**src/sv/brf_pkg.sv**
```systemverilog
// Shared types, constants and helper functions for the byte ring FIFO.
`default_nettype none
package brf_pkg;

    localparam int DEPTH     = 256;
    localparam int MAX_BURST = 64;
    localparam int PTR_W     = $clog2(DEPTH);
    localparam int CNT_W     = PTR_W + 1;
    localparam int BURST_W   = $clog2(MAX_BURST + 1);

    // fixed field widths
    localparam int OP_W     = 3;
    localparam int BYTE_W   = 8;
    localparam int LEN_W    = 7;
    localparam int OFF_W    = 9;
    localparam int CAP_W    = 9;
    localparam int STAT_W   = 2;
    localparam int COUNT_W  = 9;

    localparam logic [CAP_W-1:0] CAP_RESET = CAP_W'(DEPTH);

    typedef enum logic [OP_W-1:0] {
        OP_WRITE  = 3'd0,
        OP_READ   = 3'd1,
        OP_PEEK   = 3'd2,
        OP_REWIND = 3'd3,
        OP_COMMIT = 3'd4,
        OP_SEEK   = 3'd5,
        OP_FLUSH  = 3'd6
    } op_t;

    typedef logic [STAT_W-1:0] status_t;

    localparam status_t ST_OK      = 2'd0;
    localparam status_t ST_REFUSED = 2'd1;
    localparam status_t ST_EMPTY   = 2'd2;

    // capacity register clamped to 1..DEPTH
    function automatic logic [CNT_W-1:0] eff_cap(input logic [CAP_W-1:0] cap);
        logic [CNT_W-1:0] c;
        if (cap == '0)
            c = CNT_W'(1);
        else if (int'(cap) > DEPTH)
            c = CNT_W'(DEPTH);
        else
            c = CNT_W'(cap);
        return c;
    endfunction

    // pos < cap, k <= cap
    function automatic logic [PTR_W-1:0] wrap_add(input logic [PTR_W-1:0] pos,
                                                  input logic [CNT_W-1:0] k,
                                                  input logic [CNT_W-1:0] cap);
        logic [CNT_W-1:0] kk;
        logic [CNT_W-1:0] s;
        kk = (k == cap) ? '0 : k;
        s  = CNT_W'(pos) + kk;
        if (s >= cap)
            s = s - cap;
        return s[PTR_W-1:0];
    endfunction

endpackage
`default_nettype wire

```
**src/sv/brf_if.sv**
```systemverilog
// Request and result channel interfaces for the byte ring FIFO.
`default_nettype none
interface brf_in_if;
    logic                            valid;
    logic                            ready;
    logic [brf_pkg::OP_W-1:0]        op;
    logic [brf_pkg::BYTE_W-1:0]      data_byte;
    logic [brf_pkg::LEN_W-1:0]       length;
    logic [brf_pkg::OFF_W-1:0]       offset;

    modport source (output valid, op, data_byte, length, offset, input ready);
    modport sink   (input valid, op, data_byte, length, offset, output ready);
endinterface

interface brf_out_if;
    logic                            valid;
    logic                            ready;
    logic [brf_pkg::BYTE_W-1:0]      read_byte;
    logic [brf_pkg::STAT_W-1:0]      status;
    logic                            last;
    logic [brf_pkg::COUNT_W-1:0]     used_count;
    logic [brf_pkg::COUNT_W-1:0]     free_count;
    logic [brf_pkg::COUNT_W-1:0]     peeked_count;
    logic                            empty_res;
    logic                            full_res;

    modport source (output valid, read_byte, status, last, used_count, free_count,
                    peeked_count, empty_res, full_res, input ready);
    modport sink   (input valid, read_byte, status, last, used_count, free_count,
                    peeked_count, empty_res, full_res, output ready);
endinterface
`default_nettype wire

```
**src/sv/brf_ram.sv**
```systemverilog
// Simple dual-port RAM, one write port and one registered read port.
`default_nettype none
module brf_ram #(
    parameter int DATA_W = 8,
    parameter int ADDR_W = 8
) (
    input  wire logic              clk,
    input  wire logic              we,
    input  wire logic [ADDR_W-1:0] waddr,
    input  wire logic [DATA_W-1:0] wdata,
    input  wire logic              re,
    input  wire logic [ADDR_W-1:0] raddr,
    output logic      [DATA_W-1:0] rdata
);

    logic [DATA_W-1:0] mem [2**ADDR_W];

    always_ff @(posedge clk)
    begin
        if (we)
        begin
            mem[waddr] <= wdata;
        end
    end

    always_ff @(posedge clk)
    begin
        if (re)
        begin
            rdata <= mem[raddr];
        end
    end

endmodule
`default_nettype wire

```
**src/sv/brf_ctrl.sv**
```systemverilog
// Pointer and count state, request decode, burst sequencer and result register.
`default_nettype none
module brf_ctrl (
    input  wire logic                          clk,
    input  wire logic                          rst_n,
    input  wire logic                          cfg_wr_en,
    input  wire logic [brf_pkg::CAP_W-1:0]     cfg_wr_data,
    brf_in_if.sink                             in_ch,
    brf_out_if.source                          out_ch,
    output logic                               ram_we,
    output logic      [brf_pkg::PTR_W-1:0]     ram_waddr,
    output logic      [brf_pkg::BYTE_W-1:0]    ram_wdata,
    output logic                               ram_re,
    output logic      [brf_pkg::PTR_W-1:0]     ram_raddr,
    input  wire logic [brf_pkg::BYTE_W-1:0]    ram_rdata
);

    typedef enum logic {S_IDLE, S_BURST} state_t;

    state_t                          state_reg, state_next;
    logic [brf_pkg::CAP_W-1:0]       cap_reg, cap_next;
    logic [brf_pkg::PTR_W-1:0]       write_pos_reg, write_pos_next;
    logic [brf_pkg::PTR_W-1:0]       read_pos_reg, read_pos_next;
    logic [brf_pkg::PTR_W-1:0]       peek_pos_reg, peek_pos_next;
    logic [brf_pkg::CNT_W-1:0]       stored_reg, stored_next;
    logic [brf_pkg::CNT_W-1:0]       pdist_reg, pdist_next;
    logic                            refusing_reg, refusing_next;
    logic [brf_pkg::PTR_W-1:0]       pos_reg, pos_next;
    logic [brf_pkg::BURST_W-1:0]     rem_reg, rem_next;
    logic                            out_valid_reg, out_valid_next;
    logic [brf_pkg::BYTE_W-1:0]      out_byte_reg, out_byte_next;
    brf_pkg::status_t                out_status_reg, out_status_next;
    logic                            out_last_reg, out_last_next;

    logic                            out_free;
    logic                            accept;
    logic                            load;
    logic [brf_pkg::CNT_W-1:0]       cap_eff;
    logic [brf_pkg::CNT_W-1:0]       free_cnt;
    logic [brf_pkg::LEN_W-1:0]       need;
    logic                            is_read;
    logic [brf_pkg::CNT_W-1:0]       avail;
    logic [brf_pkg::BURST_W-1:0]     len_clamp;
    logic [brf_pkg::BURST_W-1:0]     burst_n;
    logic [brf_pkg::PTR_W-1:0]       start_pos;
    logic [brf_pkg::PTR_W-1:0]       end_pos;
    logic [brf_pkg::CNT_W-1:0]       seek_d;
    logic [brf_pkg::PTR_W-1:0]       seek_pos;
    logic [brf_pkg::PTR_W-1:0]       pos_inc;
    logic [brf_pkg::PTR_W-1:0]       write_pos_inc;

    assign out_free = !out_valid_reg || out_ch.ready;
    assign in_ch.ready = (state_reg == S_IDLE) && out_free;
    assign accept = in_ch.valid && in_ch.ready;

    assign cap_eff  = brf_pkg::eff_cap(cap_reg);
    assign free_cnt = cap_eff - stored_reg;
    assign need     = (in_ch.length == '0) ? brf_pkg::LEN_W'(1) : in_ch.length;
    assign is_read  = (in_ch.op == brf_pkg::OP_READ);
    assign avail    = is_read ? stored_reg : stored_reg - pdist_reg;

    assign len_clamp = (in_ch.length > brf_pkg::LEN_W'(brf_pkg::MAX_BURST))
                     ? brf_pkg::BURST_W'(brf_pkg::MAX_BURST)
                     : brf_pkg::BURST_W'(in_ch.length);
    assign burst_n   = (brf_pkg::CNT_W'(len_clamp) > avail)
                     ? brf_pkg::BURST_W'(avail) : len_clamp;

    assign start_pos = is_read ? read_pos_reg : peek_pos_reg;
    assign end_pos   = brf_pkg::wrap_add(start_pos, brf_pkg::CNT_W'(burst_n), cap_eff);
    assign seek_d    = (brf_pkg::CNT_W'(in_ch.offset) > stored_reg)
                     ? stored_reg : brf_pkg::CNT_W'(in_ch.offset);
    assign seek_pos  = brf_pkg::wrap_add(read_pos_reg, seek_d, cap_eff);
    assign pos_inc   = brf_pkg::wrap_add(pos_reg, brf_pkg::CNT_W'(1), cap_eff);
    assign write_pos_inc = brf_pkg::wrap_add(write_pos_reg, brf_pkg::CNT_W'(1), cap_eff);

    always_comb
    begin
        state_next      = state_reg;
        cap_next        = cap_reg;
        write_pos_next  = write_pos_reg;
        read_pos_next   = read_pos_reg;
        peek_pos_next   = peek_pos_reg;
        stored_next     = stored_reg;
        pdist_next      = pdist_reg;
        refusing_next   = refusing_reg;
        pos_next        = pos_reg;
        rem_next        = rem_reg;
        load            = 1'b0;
        out_byte_next   = '0;
        out_status_next = brf_pkg::ST_OK;
        out_last_next   = 1'b1;
        ram_we          = 1'b0;
        ram_waddr       = write_pos_reg;
        ram_wdata       = in_ch.data_byte;
        ram_re          = 1'b0;
        ram_raddr       = start_pos;

        unique case (state_reg)
            S_IDLE:
            begin
                if (accept)
                begin
                    load = 1'b1;
                    unique case (in_ch.op)
                        brf_pkg::OP_WRITE:
                        begin
                            if (refusing_reg)
                            begin
                                out_status_next = brf_pkg::ST_REFUSED;
                                if (in_ch.length <= brf_pkg::LEN_W'(1))
                                begin
                                    refusing_next = 1'b0;
                                end
                            end
                            else if (brf_pkg::CNT_W'(need) > free_cnt)
                            begin
                                out_status_next = brf_pkg::ST_REFUSED;
                                refusing_next   = (in_ch.length > brf_pkg::LEN_W'(1));
                            end
                            else
                            begin
                                ram_we         = 1'b1;
                                write_pos_next = write_pos_inc;
                                stored_next    = stored_reg + brf_pkg::CNT_W'(1);
                            end
                        end
                        brf_pkg::OP_READ, brf_pkg::OP_PEEK:
                        begin
                            if (avail == '0)
                            begin
                                out_status_next = brf_pkg::ST_EMPTY;
                            end
                            else if (burst_n != '0)
                            begin
                                // results follow from the burst sequencer
                                load       = 1'b0;
                                ram_re     = 1'b1;
                                pos_next   = start_pos;
                                rem_next   = burst_n;
                                state_next = S_BURST;
                                if (is_read)
                                begin
                                    read_pos_next = end_pos;
                                    stored_next   = stored_reg - brf_pkg::CNT_W'(burst_n);
                                    if (pdist_reg > brf_pkg::CNT_W'(burst_n))
                                    begin
                                        pdist_next = pdist_reg - brf_pkg::CNT_W'(burst_n);
                                    end
                                    else
                                    begin
                                        pdist_next    = '0;
                                        peek_pos_next = end_pos;
                                    end
                                end
                                else
                                begin
                                    peek_pos_next = end_pos;
                                    pdist_next    = pdist_reg + brf_pkg::CNT_W'(burst_n);
                                end
                            end
                        end
                        brf_pkg::OP_REWIND:
                        begin
                            peek_pos_next = read_pos_reg;
                            pdist_next    = '0;
                        end
                        brf_pkg::OP_COMMIT:
                        begin
                            read_pos_next = peek_pos_reg;
                            stored_next   = stored_reg - pdist_reg;
                            pdist_next    = '0;
                        end
                        brf_pkg::OP_SEEK:
                        begin
                            peek_pos_next = seek_pos;
                            pdist_next    = seek_d;
                        end
                        brf_pkg::OP_FLUSH:
                        begin
                            write_pos_next = '0;
                            read_pos_next  = '0;
                            peek_pos_next  = '0;
                            stored_next    = '0;
                            pdist_next     = '0;
                            refusing_next  = 1'b0;
                        end
                        default:
                        begin
                        end
                    endcase
                end
            end
            S_BURST:
            begin
                if (out_free)
                begin
                    load          = 1'b1;
                    out_byte_next = ram_rdata;
                    out_last_next = (rem_reg == brf_pkg::BURST_W'(1));
                    if (rem_reg == brf_pkg::BURST_W'(1))
                    begin
                        state_next = S_IDLE;
                    end
                    else
                    begin
                        ram_re    = 1'b1;
                        ram_raddr = pos_inc;
                        pos_next  = pos_inc;
                        rem_next  = rem_reg - brf_pkg::BURST_W'(1);
                    end
                end
            end
            default:
            begin
                state_next = S_IDLE;
            end
        endcase

        if (cfg_wr_en)
        begin
            cap_next       = cfg_wr_data;
            write_pos_next = '0;
            read_pos_next  = '0;
            peek_pos_next  = '0;
            stored_next    = '0;
            pdist_next     = '0;
            refusing_next  = 1'b0;
        end
    end

    assign out_valid_next = load ? 1'b1 : (out_ch.ready ? 1'b0 : out_valid_reg);

    always_ff @(posedge clk or negedge rst_n)
    begin
        if (!rst_n)
        begin
            state_reg      <= S_IDLE;
            cap_reg        <= brf_pkg::CAP_RESET;
            write_pos_reg  <= '0;
            read_pos_reg   <= '0;
            peek_pos_reg   <= '0;
            stored_reg     <= '0;
            pdist_reg      <= '0;
            refusing_reg   <= 1'b0;
            pos_reg        <= '0;
            rem_reg        <= '0;
            out_valid_reg  <= 1'b0;
            out_byte_reg   <= '0;
            out_status_reg <= brf_pkg::ST_OK;
            out_last_reg   <= 1'b0;
        end
        else
        begin
            state_reg      <= state_next;
            cap_reg        <= cap_next;
            write_pos_reg  <= write_pos_next;
            read_pos_reg   <= read_pos_next;
            peek_pos_reg   <= peek_pos_next;
            stored_reg     <= stored_next;
            pdist_reg      <= pdist_next;
            refusing_reg   <= refusing_next;
            pos_reg        <= pos_next;
            rem_reg        <= rem_next;
            out_valid_reg  <= out_valid_next;
            if (load)
            begin
                out_byte_reg   <= out_byte_next;
                out_status_reg <= out_status_next;
                out_last_reg   <= out_last_next;
            end
        end
    end

    // occupancy is live state: it only changes on a new request or a config write
    assign out_ch.valid        = out_valid_reg;
    assign out_ch.read_byte    = out_byte_reg;
    assign out_ch.status       = out_status_reg;
    assign out_ch.last         = out_last_reg;
    assign out_ch.used_count   = brf_pkg::COUNT_W'(stored_reg);
    assign out_ch.free_count   = brf_pkg::COUNT_W'(free_cnt);
    assign out_ch.peeked_count = brf_pkg::COUNT_W'(pdist_reg);
    assign out_ch.empty_res    = (stored_reg == '0);
    assign out_ch.full_res     = (stored_reg == cap_eff);

    a_stored_le_cap: assert property (@(posedge clk) disable iff (!rst_n)
        stored_reg <= cap_eff)
        else $error("stored count exceeds capacity");

    a_pdist_le_stored: assert property (@(posedge clk) disable iff (!rst_n)
        pdist_reg <= stored_reg)
        else $error("peek distance exceeds stored count");

    a_peek_tracks_read: assert property (@(posedge clk) disable iff (!rst_n)
        peek_pos_reg == brf_pkg::wrap_add(read_pos_reg, pdist_reg, cap_eff))
        else $error("peek pointer out of step with read pointer");

    a_burst_rem: assert property (@(posedge clk) disable iff (!rst_n)
        state_reg == S_BURST |-> rem_reg != '0)
        else $error("burst with nothing remaining");

    a_burst_last: assert property (@(posedge clk) disable iff (!rst_n)
        state_reg == S_BURST && out_free && rem_reg == brf_pkg::BURST_W'(1)
        |=> out_valid_reg && out_last_reg && state_reg == S_IDLE)
        else $error("burst end did not flag last");

endmodule
`default_nettype wire

```
**src/sv/byte_ring_fifo_with_peek.sv**
```systemverilog
// Byte ring FIFO with peek pointer: top level.
//
// Requests arrive on in_ch (valid/ready); each carries op, data_byte, length
// and offset. Results leave on out_ch (valid/ready), one per write, rewind,
// commit, seek, flush or unused op, and one per byte for a read or peek burst
// (last marks the final result of a request). Every result carries the
// occupancy after the whole request.
// A single-result request shows its result in the cycle after it is taken.
// Read or peek bytes pass the registered RAM read, then the result register.
// One request is worked at a time; a burst ends before the next is taken.
// While the receiver is ready, single-result requests go at one per cycle
// and burst bytes at one byte per cycle. The user must write the capacity
// register through cfg_wr_en/cfg_wr_data only while idle (not enforced);
// a write also empties the FIFO. Reset empties the FIFO and sets capacity
// to 256; RAM contents are not cleared. When the receiver stalls, the result
// register holds and no new request or burst byte advances.
`default_nettype none
module byte_ring_fifo_with_peek (
    input  wire logic                          clk,
    input  wire logic                          rst_n,
    input  wire logic                          cfg_wr_en,
    input  wire logic [brf_pkg::CAP_W-1:0]     cfg_wr_data,
    brf_in_if.sink                             in_ch,
    brf_out_if.source                          out_ch
);

    logic                          ram_we;
    logic [brf_pkg::PTR_W-1:0]     ram_waddr;
    logic [brf_pkg::BYTE_W-1:0]    ram_wdata;
    logic                          ram_re;
    logic [brf_pkg::PTR_W-1:0]     ram_raddr;
    logic [brf_pkg::BYTE_W-1:0]    ram_rdata;

    brf_ctrl u_ctrl (
        .clk         (clk),
        .rst_n       (rst_n),
        .cfg_wr_en   (cfg_wr_en),
        .cfg_wr_data (cfg_wr_data),
        .in_ch       (in_ch),
        .out_ch      (out_ch),
        .ram_we      (ram_we),
        .ram_waddr   (ram_waddr),
        .ram_wdata   (ram_wdata),
        .ram_re      (ram_re),
        .ram_raddr   (ram_raddr),
        .ram_rdata   (ram_rdata)
    );

    brf_ram #(
        .DATA_W (brf_pkg::BYTE_W),
        .ADDR_W (brf_pkg::PTR_W)
    ) u_ram (
        .clk   (clk),
        .we    (ram_we),
        .waddr (ram_waddr),
        .wdata (ram_wdata),
        .re    (ram_re),
        .raddr (ram_raddr),
        .rdata (ram_rdata)
    );

endmodule
`default_nettype wire

```
**src/flat_wrapper.sv**
```systemverilog
// flat-port wrapper written by rule: the top's interface ports become plain ports
module byte_ring_fifo_with_peek_flat 
  (clk, rst_n, cfg_wr_en, cfg_wr_data, in_ch_valid, in_ch_op, in_ch_data_byte, in_ch_length, in_ch_offset, in_ch_ready, out_ch_valid, out_ch_read_byte, out_ch_status, out_ch_last, out_ch_used_count, out_ch_free_count, out_ch_peeked_count, out_ch_empty_res, out_ch_full_res, out_ch_ready);
  brf_in_if in_ch_i ();
  brf_out_if out_ch_i ();
  input  wire logic clk;
  input  wire logic rst_n;
  input  wire logic cfg_wr_en;
  input  wire logic [brf_pkg::CAP_W-1:0] cfg_wr_data;
  input wire logic [$bits(in_ch_i.valid)-1:0] in_ch_valid;
  input wire logic [$bits(in_ch_i.op)-1:0] in_ch_op;
  input wire logic [$bits(in_ch_i.data_byte)-1:0] in_ch_data_byte;
  input wire logic [$bits(in_ch_i.length)-1:0] in_ch_length;
  input wire logic [$bits(in_ch_i.offset)-1:0] in_ch_offset;
  output wire logic [$bits(in_ch_i.ready)-1:0] in_ch_ready;
  output wire logic [$bits(out_ch_i.valid)-1:0] out_ch_valid;
  output wire logic [$bits(out_ch_i.read_byte)-1:0] out_ch_read_byte;
  output wire logic [$bits(out_ch_i.status)-1:0] out_ch_status;
  output wire logic [$bits(out_ch_i.last)-1:0] out_ch_last;
  output wire logic [$bits(out_ch_i.used_count)-1:0] out_ch_used_count;
  output wire logic [$bits(out_ch_i.free_count)-1:0] out_ch_free_count;
  output wire logic [$bits(out_ch_i.peeked_count)-1:0] out_ch_peeked_count;
  output wire logic [$bits(out_ch_i.empty_res)-1:0] out_ch_empty_res;
  output wire logic [$bits(out_ch_i.full_res)-1:0] out_ch_full_res;
  input wire logic [$bits(out_ch_i.ready)-1:0] out_ch_ready;
  assign in_ch_i.valid = in_ch_valid;
  assign in_ch_i.op = in_ch_op;
  assign in_ch_i.data_byte = in_ch_data_byte;
  assign in_ch_i.length = in_ch_length;
  assign in_ch_i.offset = in_ch_offset;
  assign in_ch_ready = in_ch_i.ready;
  assign out_ch_valid = out_ch_i.valid;
  assign out_ch_read_byte = out_ch_i.read_byte;
  assign out_ch_status = out_ch_i.status;
  assign out_ch_last = out_ch_i.last;
  assign out_ch_used_count = out_ch_i.used_count;
  assign out_ch_free_count = out_ch_i.free_count;
  assign out_ch_peeked_count = out_ch_i.peeked_count;
  assign out_ch_empty_res = out_ch_i.empty_res;
  assign out_ch_full_res = out_ch_i.full_res;
  assign out_ch_i.ready = out_ch_ready;
  byte_ring_fifo_with_peek u_core (.clk(clk), .rst_n(rst_n), .cfg_wr_en(cfg_wr_en), .cfg_wr_data(cfg_wr_data), .in_ch(in_ch_i), .out_ch(out_ch_i));
endmodule
```
**config.mk**
```make
export PLATFORM = sky130hd
export DESIGN_NAME = byte_ring_fifo_with_peek_flat
export DESIGN_NICKNAME = d
export VERILOG_FILES = /design/src/sv/brf_pkg.sv /design/src/sv/brf_if.sv /design/src/sv/brf_ram.sv /design/src/sv/brf_ctrl.sv /design/src/sv/byte_ring_fifo_with_peek.sv /design/src/flat_wrapper.sv
export SDC_FILE = /design/constraint.sdc
export NUM_CORES = 2
export LEC_CHECK = 0
export BUFFER_PORTS_ARGS = -buffer_cell sky130_fd_sc_hd__clkbuf_2
export CORE_MARGIN = 2
export CORE_UTILIZATION = 55
export CTS_CLUSTER_SIZE = 30
export DETAILED_ROUTE_END_ITERATION = 12
export PLACE_DENSITY_LB_ADDON = 0.08
export SLEW_MARGIN = 20
export SYNTH_ARGS = -nofsm -noshare
export SYNTH_HDL_FRONTEND = slang
export SYNTH_HIERARCHICAL = 1
export SYNTH_SLANG_ARGS = --single-unit
```
**constraint.sdc**
```tcl
create_clock -name clk -period 8.05 [get_ports clk]
set_clock_uncertainty 0.15 [all_clocks]
set_input_delay 2.0125 -clock clk [delete_from_list [all_inputs] [get_ports clk]]
set_output_delay 2.0125 -clock clk [all_outputs]
set_load 0.1 [all_outputs]
```
==> impl_summary.log <==
INFO  metric run_status = finished clean
INFO  metric layout.cells.most_common_list = 2056 x edfxtp_1, 490 x buf_4, 454 x mux4_2
INFO  metric worst_path_most_repeated_cell = a21oi_2
INFO  metric routability_congestion_estimate_from_global_placement = 0.935
INFO  metric setup.worst_path.end_class = flip-flop
INFO  metric die_w = 408 um
INFO  metric edff_count_synth = 2056
INFO  metric setup_total_negative_slack = 0 ns
INFO  metric ys_seq_area_share = 70.8%
INFO  metric final_max_slew_viol_count = 0
INFO  metric final_nets = 5765
INFO  metric placementRows = 148
INFO  metric max_flop_register = u_core/u_ram/mem
INFO  metric grt_pass1_wl = 348000 um
INFO  metric number_of_flip_flops_in_the_largest_register = 2048
INFO  metric tritoncts.num_buffers = 211
INFO  metric clock_tree_buffer_depth = 3
INFO  metric antenna_violations_before_repair = 3
INFO  metric grt.busiest_layer = met2
INFO  metric tritoncts_clock_tree = done
INFO  metric fin_cells = 7950
INFO  metric core_area = 163000 sq um
INFO  metric critical_path.n_buffers_inverters = 6
INFO  metric fin_ws = 0.233 ns
INFO  metric grt_use_met1 = 41.3%
INFO  metric place_ws = -0.963 ns
INFO  metric slowest_delay = 0.41 ns
INFO  metric grt.total_usage = 28.6%
INFO  metric drv_cap = 0
INFO  metric post_synth_inst_count = 5060
INFO  metric initial_core_util = 55.3%
INFO  metric worst_setup_hold_path_clk_slew = 0.06 ns
INFO  metric final.hold.worst_slack = 0.329 ns
INFO  metric async_reset_ff_share = 3.75%
INFO  metric floorplan.io_pins = 83
INFO  metric final.period_utilization = 97.1%
INFO  metric root_buffer = clkbuf_16
INFO  metric avgSynthCellArea = 17.8 sq um
INFO  metric slew_headroom = 21.4%
INFO  metric timing.rr.start = u_core/u_ctrl/out_ch.peeked_count[2]
INFO  metric placed_cells_incl_taps = 7547
INFO  metric number_of_global_route_vias_before_repair = 50.0k
INFO  metric die_y = 408 um
INFO  metric synth_warnings = 6
INFO  metric route.detailed.wl_per_inst = 30.0 um
INFO  metric synth.distinct_cells = 95
INFO  metric worst-endpoint-required = 8.61 ns
INFO  metric report.final.hold_viol_count = 0
INFO  metric ys_ff_latch = 2136
INFO  metric worstSetupStartpoint = in_ch_op[0]
INFO  metric numPortBuffers = 82
INFO  metric clk-insertion-delay-late = 0.86 ns
INFO  metric critical_path_class = input pin to flip-flop
INFO  metric ant_nets = 0
INFO  metric synthFlopType = edfxtp_1
INFO  metric worst_path_dominant_cell_family = simple AND/OR/NAND/NOR gates
INFO  metric post_route_cells_drive_above_1_share = 25.8%
INFO  metric power_density = 361 nW/um^2
INFO  metric htree_levels = 4
INFO  metric die_area = 167000 sq um
INFO  metric global_routing_usage_on_met3 = 5.04%
INFO  metric dp.final_hpwl = 154000 um
INFO  metric layout_min_cycle_time = 7.82 ns
INFO  metric detail_route.wirelength = 238000 um
INFO  metric worstHoldStart = u_core/u_ram/rdata[2]
INFO  metric data_arrival_time_at_the_worst_slack_endpoint = 8.38 ns
INFO  metric detailroute.via_count = 50.7k
INFO  metric globalRouteMet2Util = 45.4%
INFO  metric cp_slowest_cell = or3_4
INFO  metric final_common_cell = edfxtp_1
INFO  metric detail_route.first_pass.iterations = 6
INFO  metric setup_violations = 0
INFO  metric drt-vias-per-instance = 6.38
INFO  metric detail_route.iter0.violations = 6013
INFO  metric crit_path_max_fanout = 7
INFO  metric globalRoute.totalOverflow = 0
INFO  metric worst-slew-pin-transition = 1.18 ns
INFO  metric hp-class = flip-flop to flip-flop
INFO  metric worstSetupStartpointType = input pin
INFO  metric clkSinkCount = 2136
INFO  metric vdd_drop_max = 0.321 mV
INFO  metric pin_count_of_the_biggest_net_entering_global_routing = 186
INFO  metric drcViolationCount = 0
INFO  metric cellLeakagePower = 34.0 nW
INFO  metric synthToLayoutAreaGrowth = 14.5%
INFO  metric synth_fp_nets = 5230
INFO  metric max_freq = 128 MHz
INFO  metric syn_area = 90000 sq um
cells by family (layout without fill, tap and decap cells):
kind of cell               after synthesis  in the layout  share of synthesized area (%)
muxes                                  650            650                           13.6
and+or+nand+nor                        891            891                           4.60
DFF                                   2136           2136                           70.8
adders and majority gates              129            129                           1.89
buffers and inverters                  411           1124                           2.44
xor gates and xnor gates                71             71                          0.691
AOI/OAI and AO/OA                      772            772                           5.92
other                                    0              2                              0
report_power, final:
group / internal [mW] / switching, mW / leakage (nW) / total [mW]
Clock: 5.49 / 4.20 / 3.32 / 9.68
Combinational: 6.09 / 8.92 / 11.1 / 15.0
Sequential: 12.4 / 0.200 / 19.5 / 12.6
Total: 23.9 / 13.3 / 34.0 / 37.3
cell type report:
| type | instances | area (sq um) |
|---|---|---|
| Multi-Input combinational cell | 2513 | 24400 |
| Clock buffer | 265 | 5530 |
| Sequential cell | 2136 | 63700 |
| Tap cell | 2175 | 2720 |
| Fill cell | 11637 | 59500 |
| Inverter | 123 | 462 |
| Clock inverter | 126 | 1270 |
| Antenna cell | 2 | 5.00 |
| Timing Repair Buffer | 610 | 4900 |
worst paths after layout:
kind / endpoint / slack (ns) / depth (start not counted)
worst max register to register: u_core/u_ctrl/peek_pos_reg[5] / 0.38 / 36
worst min-delay path: u_core/u_ctrl/out_ch.read_byte[2] / 0.33 / 1
worst max-delay path: u_core/u_ctrl/peek_pos_reg[5] / 0.23 / 35
min in group asynchronous: u_core/u_ctrl/cap_reg[4] / 1.05 / 1
max in group asynchronous: u_core/u_ctrl/out_ch.peeked_count[7] / 5.63 / 2
worst min register to register: u_core/u_ctrl/out_ch.read_byte[2] / 0.33 / 1
cells in the mapped netlist, types with 26 or more instances:
master,count,area (sq um)
nor2_1,401,1510
a21oi_1,191,956
a22oi_1,133,998
inv_1,119,447
mux2i_1,167,1670
nor2b_1,58,363
ha_1,118,1480
buf_1,26,97.6
buf_4,37,278
a221oi_1,27,236
o221ai_1,59,517
o21ai_0,94,470
dfrtp_1,79,1980
o22ai_1,39,244
nor4_1,40,250
edfxtp_1,2056,61700
buf_2,35,175
nand2_1,147,552
a211oi_1,26,195
nor3_1,61,305
xnor2_1,46,403
clkbuf_1,143,537
nand3_1,62,310
mux4_2,454,10200
through the flow:
step           utilization [%]  power, mW  instance area (sq um)
6_report                  63.4       37.3                 103000
5_1_grt                   63.4       38.6                 103000
4_1_cts                   63.2       37.2                 103000
3_5_place_dp              59.0       27.6                  96000
3_3_place_gp              59.0       27.5                  96000
2_1_floorplan                -       22.1                  90100
routing by layer:
metal,wire [um],up-vias
li1,-,21591
met1,98400,26460
met2,114000,2250
met3,18900,391
met4,6640,0
met5,0,-
repair_timing:
action	4_1_cts	5_1_grt
pin swaps	0	19
hold buffers	0	0
endpoints found under the setup margin	3	10
cloned	0	0
setup buffers	0	9
gates resized for setup	1	35
(Power assumes the default switching activity.)
